`config.mk`:
```
export PLATFORM = sky130hd
export DESIGN_NAME = ile_cell
export DESIGN_NICKNAME = d
export VERILOG_FILES = /design/src/rtl/ile_pkg.sv /design/src/rtl/ile_cell.sv
export SDC_FILE = /design/constraint.sdc
export NUM_CORES = 1
export LEC_CHECK = 0
export BUFFER_PORTS_ARGS = -buffer_cell sky130_fd_sc_hd__buf_2
export CAP_MARGIN = 40
export CELL_PAD_IN_SITES_DETAIL_PLACEMENT = 1
export CELL_PAD_IN_SITES_GLOBAL_PLACEMENT = 2
export CORE_MARGIN = 2
export CORE_UTILIZATION = 21
export DETAILED_ROUTE_END_ITERATION = 7
export GPL_TIMING_DRIVEN = 0
export PLACE_DENSITY = 0.93
export SLEW_MARGIN = 40
export SYNTH_ARGS = -nofsm -noshare
export SYNTH_HDL_FRONTEND = slang
export SYNTH_SLANG_ARGS = --single-unit
export TNS_END_PERCENT = 1
```
`constraint.sdc`:
```
create_clock -name i_clk -period 2.9 [get_ports i_clk]
set_input_delay 0.435 -clock i_clk [delete_from_list [all_inputs] [get_ports i_clk]]
set_output_delay 0.435 -clock i_clk [all_outputs]
set_load 0.1 [all_outputs]
```
`src/rtl/ile_pkg.sv`:
```
package ile_pkg;

    localparam int CAPACITY = 64;
    localparam int ADDR_W   = $clog2(CAPACITY);
    localparam int DATA_W   = 32;
    localparam int OP_W     = 3;
    localparam int IDX_W    = 7;
    localparam int ST_W     = 2;
    localparam int CNT_W    = 7;
    localparam int IN_W     = 48;
    localparam int OUT_W    = 48;

    localparam logic [OP_W-1:0] OP_INSERT      = 3'd0;
    localparam logic [OP_W-1:0] OP_DELETE      = 3'd1;
    localparam logic [OP_W-1:0] OP_READ        = 3'd2;
    localparam logic [OP_W-1:0] OP_REPLACE     = 3'd3;
    localparam logic [OP_W-1:0] OP_APPEND      = 3'd4;
    localparam logic [OP_W-1:0] OP_REMOVE_LAST = 3'd5;

    localparam logic [ST_W-1:0] ST_OK        = 2'd0;
    localparam logic [ST_W-1:0] ST_BAD_INDEX = 2'd1;
    localparam logic [ST_W-1:0] ST_EMPTY     = 2'd2;
    localparam logic [ST_W-1:0] ST_FULL      = 2'd3;

    localparam logic [DATA_W-1:0] NONE_VALUE = {DATA_W{1'b1}};

    // broadcast to every cell of the row
    typedef struct packed {
        logic              ins;
        logic              del;
        logic              wr;
        logic [ADDR_W-1:0] pos;
        logic [ADDR_W-1:0] rd_pos;
        logic [DATA_W-1:0] data;
    } t_cell_ctl;

endpackage

```
`src/rtl/ile_cell.sv`:
```
module ile_cell (
    input  logic                        i_clk,
    input  logic [ile_pkg::ADDR_W-1:0]  i_id,
    input  ile_pkg::t_cell_ctl          i_ctl,
    input  logic [ile_pkg::DATA_W-1:0]  i_left,
    input  logic [ile_pkg::DATA_W-1:0]  i_right,
    output logic [ile_pkg::DATA_W-1:0]  o_data,
    output logic [ile_pkg::DATA_W-1:0]  o_hit_data
);

    logic [ile_pkg::DATA_W-1:0] r_data;

    always_ff @(posedge i_clk) begin
        if (i_ctl.ins) begin
            if (i_id == i_ctl.pos) begin
                r_data <= i_ctl.data;
            end else if (i_id > i_ctl.pos) begin
                r_data <= i_left;
            end
        end else if (i_ctl.del) begin
            if (i_id >= i_ctl.pos) begin
                r_data <= i_right;
            end
        end else if (i_ctl.wr && (i_id == i_ctl.pos)) begin
            r_data <= i_ctl.data;
        end
    end

    assign o_data     = r_data;
    // masked so the row can be or-reduced
    assign o_hit_data = (i_id == i_ctl.rd_pos) ? r_data : '0;

endmodule

```
### After elaboration in Yosys (flattened, before gate mapping)

Cells that the tools add are included.

| word-level totals | value |
|---|---|
| register bits after elaboration | 32 |
| bits in latches | 0 |
| bits in writable memories | 0 |
| ROM bits | 0 |
| bits of input ports | 118 |
| output and inout bits | 64 |
| logic and storage cells | 17 |
| memories | 0 |

| cells by class | value |
|---|---|
| add/sub/neg operators | 0 |
| $mul | 0 |
| div/mod/pow operators | 0 |
| order comparisons | 2 |
| equal/unequal tests | 4 |
| shift-type cells | 0 |
| mux-type cells | 7 |
| bitwise operators | 0 |
| reduce and logical (&&, ||, !) cells | 3 |

Operators by type and width:

| kind | count |
|---|---|
| 32-bit 2-to-1 mux | 7 |
| 6-bit equality test | 2 |
| 6-bit greater-or-equal comparator | 1 |
| 6-bit > comparator | 1 |
| 3-bit by 1-bit inequality test with 1-bit output (second input constant) | 2 |
| 3-bit AND reduction | 1 |
| 3-bit nonzero test | 1 |
| 1-bit logical AND | 1 |

### Longest topological paths before layout

| depth | value |
|---|---|
| word-level depth | 5 |
| depth in mapped cells | 8 |
| gate-level depth less buffers | 6 |

### Worst setup path before layout

OpenSTA, ideal clock, no wires.

| timing | value |
|---|---|
| path kind | in2reg |
| from | input port i_ctl[42] in the netlist's numbering |
| to | register r_data, in the netlist o_data[0] (enable) |
| setup time | 0.394 ns |
| arrival | 2.074 ns |
| required time | 2.506 ns |
| setup slack | 0.431 ns |
| stages on the path | 6 |
| buffers on the path | 0 |
| path through | inv_1 > ha_1 > nand4_1 > nor2_2 > a211o_1 > o31a_1 |

| between the ends | value |
|---|---|
| word-level cells in the longest chain between the ends | 4 |
| elaborated cells between the ends (all ways) | 8 |
| those cells by class | order compare (2); eq/ne (3); reduce/logical (3) |

RTL lines:

| what | RTL line | RTL |
|---|---|---|
| from (decl) | ile_cell.sv:4 | `input ile_pkg::t_cell_ctl i_ctl,` |
| parallel branches: the longest is 3 deep, another holds 6-bit > comparator | -- |  |
| 3-bit AND reduction (no line) * | -- |  |
| to (signal assigned) | ile_cell.sv:16 | `r_data <= i_ctl.data;` |
| to (signal assigned) | ile_cell.sv:18 | `r_data <= i_left;` |
| to (signal assigned) | ile_cell.sv:25 | `r_data <= i_ctl.data;` |
| to (decl) | ile_cell.sv:11 | `logic [ile_pkg::DATA_W-1:0] r_data;` |

Every way passes the cells marked *.
A chain may end at the register's enable or synchronous reset.

### Worst setup path in the final report

| timing | value |
|---|---|
| from | input port i_ctl[34] in the netlist's numbering |
| to | output port o_hit_data[4] in the netlist's numbering |

| between the ends | value |
|---|---|
| word-level cells in the longest chain between the ends | 2 |

RTL lines:

| what | RTL line | RTL |
|---|---|---|
| 6-bit equality test | ile_cell.sv:31 | `assign o_hit_data = (i_id == i_ctl.rd_pos) ? r_data : '0;` |
| 32-bit 2-to-1 mux | ile_cell.sv:31 |  |
| to (decl) | ile_cell.sv:8 | `output logic [ile_pkg::DATA_W-1:0] o_hit_data` |

Every way passes these cells.

==> out/summary.md <==
## Status
- **outcome** finished clean

## Job
- **Max Cap Viol** 0

## Detailed routing
- **first-pass iteration count of the detailed router** 4
- **Via Count** 2833
- **detailed router's first-iteration violation count** 84
- **detail-routed net length per standard cell** 16.08 um
- **total met2 wirelength after detailed routing** 5132 um
- **total length of routed met3 wires** 577 um
- **routed metal-1 wirelength** 4040 um
- **DRC Markers** 0
- **top layer reached by signal wires** met4
- **ANT nets after route** 0
- **Via-to-Cell Ratio** 4.637
- **total wire length** 9827 um

## Synthesis
- **nets in the synthesized netlist** 404
- **number of storage elements in the synthesis netlist** 32
- **sequential cell area fraction in the yosys report** 39.69%
- **mean cell area of the mapped netlist** 8.647 sq um
- **number of warning messages in the yosys log** 0
- **number of distinct library cells after synthesis** 25
- **post-synth design cell area** 2421 sq um
- **cells after synthesis** 280

## Setup path
- **class of the most critical setup path** input pin to primary output
- **element type at the critical path end** primary output
- **kind of start point of the critical path** input pin
- **sequence of cells on the critical path** buf_2, xnor2_1, nand4_1, nor3_2, clkbuf_2, and2_1, buf_2
- **slowest stage delay, CP** 420 ps
- **most used cell along the critical path** buf_2
- **CP Max Fanout** 10
- **critical-path cell with the highest stage delay** buf_2
- **required time of the critical path** 2470 ps
- **CP arrival** 2050 ps

## Layout
- **commonest non-fill, non-tap cells in the layout** 187 x buf_2, 65 x nand2_1, 33 x a211oi_1
- **net count reported at finish** 591
- **Post-Layout Cell Count** 611
- **share of final-layout standard cells stronger than drive strength 1** 44.66%
- **most frequent standard cell in the layout excluding fill and tap cells** buf_2
- **flip-flop count of the largest register after layout** 32
- **count of inserted antenna diode cells** 0
- **layout overhead on the synthesized area** 52.51%

## Clock network
- **Num CTS Buffers** 5
- **hold bufs inserted after CTS** 0
- **CTS tree** done
- **buffer count from post-CTS setup fixing** 0
- **Clock Path Buffers** 2
- **Resize count post-CTS** 0
- **Num Clock Sinks** 32
- **clock transition at the registers of the reported paths** 60 ps
- **CTS H-tree depth** 2
- **CTS Root Buffer Type** clkbuf_16

## Timing
- **max-slew violation total from the final report** 0
- **setup repair after global routing missed its margin** false
- **pin slew with the least headroom to its limit** 523.6 ps
- **shortest period the worst path allows** 2488 ps
- **highest attainable clock frequency** 402.0 MHz
- **number of endpoints failing setup at the final stage** 0
- **remaining max-slew budget at the tightest pin** 65.09%
- **number of endpoints with negative hold slack in the final report** 0
- **final period utilization** 85.78%

## Floorplanning
- **Starting Density** 21.39%
- **Top Ports** 182
- **total number of placement rows** 39
- **area of the placeable core** 11320 sq um
- **width of the chip** 111.4 um
- **Die Outline Area** 12400 sq um
- **die outline height** 111.4 um

## GRT
- **wire length of the first global-routing pass** 15330 um
- **sum of overflow across all layers after global routing** 0
- **aggregate global-route resource usage** 15.32%
- **number of antenna violations at the first check in global routing** 0
- **vias in the first global route** 3102
- **pin count of the biggest net entering global routing** 18

## Power
- **relative contribution of combinational cells to total power** 41.6%
- **power density over the cells** 576.3 nW/um^2
- **Flop pwr share** 29.5%
- **NetSw** 947.3 uW
- **overall power after layout** 2.128 mW
- **static leakage** 1.751 nW
- **portion of total power attributed to the clock network** 28.9%
- **internal power component** 1.181 mW
- **IR drop worst, VDD** 232.9 uV
- **Switching Fraction** 44.52%

## Placed design
- **placed insts** 603
- **post-detailed-placement half-perimeter wirelength** 7869 um
- **Port-buffer cells** 179
- **GPL Wtd Cong** 0.7410

## Min path
- **path class of the lowest-slack min-delay path** input pin to register

-- cell families after synthesis --
| kind of cell | after synthesis | share of synthesized area (%) |
|---|---|---|
| XOR/XNOR | 6 | 2.171 |
| AO/OA/AOI/OAI | 69 | 19.64 |
| AND/OR/NAND/NOR | 137 | 28.63 |
| flip-flops | 32 | 39.69 |
| adder cells (fa/ha/maj) | 6 | 3.101 |
| buffers and inverters | 30 | 6.770 |
-- worst paths after layout --
kind / to / from / cells after the start / slack (ps)
min: o_data[29]$_DFFE_PP_ / i_right[29] / 3 / 540
max: o_hit_data[4] / i_ctl[34] / 7 / 410
-- stage by stage --
step                util (%)  area, sq um  hold WS (ps)  setup TNS [ps]  setup slack, ps
finish                 32.61         3692         537.2               0            412.4
global route           32.61         3692         551.0               0            188.7
CTS                    32.61         3692         528.8               0            303.1
detailed placement     31.13         3525         818.1               0            305.9
global placement       30.88         3496         816.2          -11120           -350.1
floorplan                  -         2421         712.3               0            431.5
-- per-layer routing --
metal	up-vias	global-route usage [%]
li1	1367	-
met1	1347	18.04
met2	114	28.70
met3	5	2.613
met4	0	4.033
met5	-	0
-- cells in the mapped netlist --
master / count / area (sq um)
nand2_1: 65 / 244.0
a211oi_1: 33 / 247.7
a31oi_1: 32 / 200.2
and2_1: 32 / 200.2
edfxtp_1: 32 / 960.9
nor2b_1: 32 / 200.2
buf_2: 8 / 40.04
clkbuf_1: 6 / 22.52
ha_1: 6 / 75.07
inv_1: 6 / 22.52
buf_4: 4 / 30.03
xnor2_1: 4 / 35.03
buf_6: 3 / 33.78
clkbuf_2: 3 / 15.01
nand4_1: 2 / 12.51
nor2_1: 2 / 7.510
xor2_1: 2 / 17.52
a211o_1: 1 / 8.760
a21oi_1: 1 / 5.000
nand2b_1: 1 / 6.260
nor2_2: 1 / 6.260
nor3_2: 1 / 10.01
o21ai_0: 1 / 5.000
o31a_1: 1 / 8.760
or2_1: 1 / 6.260
-- critical path: cells and delay by family --
family / cells / cell delay, ps
buffers and inverters: 3 / 820
and+or+nand+nor: 3 / 640
xor gates and xnor gates: 1 / 150
-- area by class of cell --
| type | instances | area, sq um |
|---|---|---|
| fillers | 1404 | 7629 |
| inverters | 6 | 22.52 |
| plain buffers | 24 | 141.4 |
| clock buffers | 5 | 125.1 |
| flip-flops and latches | 32 | 960.9 |
| well taps | 143 | 178.9 |
| clock inverters | 3 | 42.54 |
| multi-input cells | 218 | 1297 |
| repair buffers | 180 | 923.4 |
-- power groups by stage --
stage / Clock, mW / Combinational (mW) / Sequential [mW]
floorplan: 0 / 0.182 / 1.13
global placement: 0 / 0.869 / 0.636
detailed placement: 0 / 0.890 / 0.638
CTS: 0.632 / 0.891 / 0.629
global route: 0.658 / 0.923 / 0.637
finish: 0.616 / 0.885 / 0.627
No activity file was read; power rests on OpenSTA's default activity.
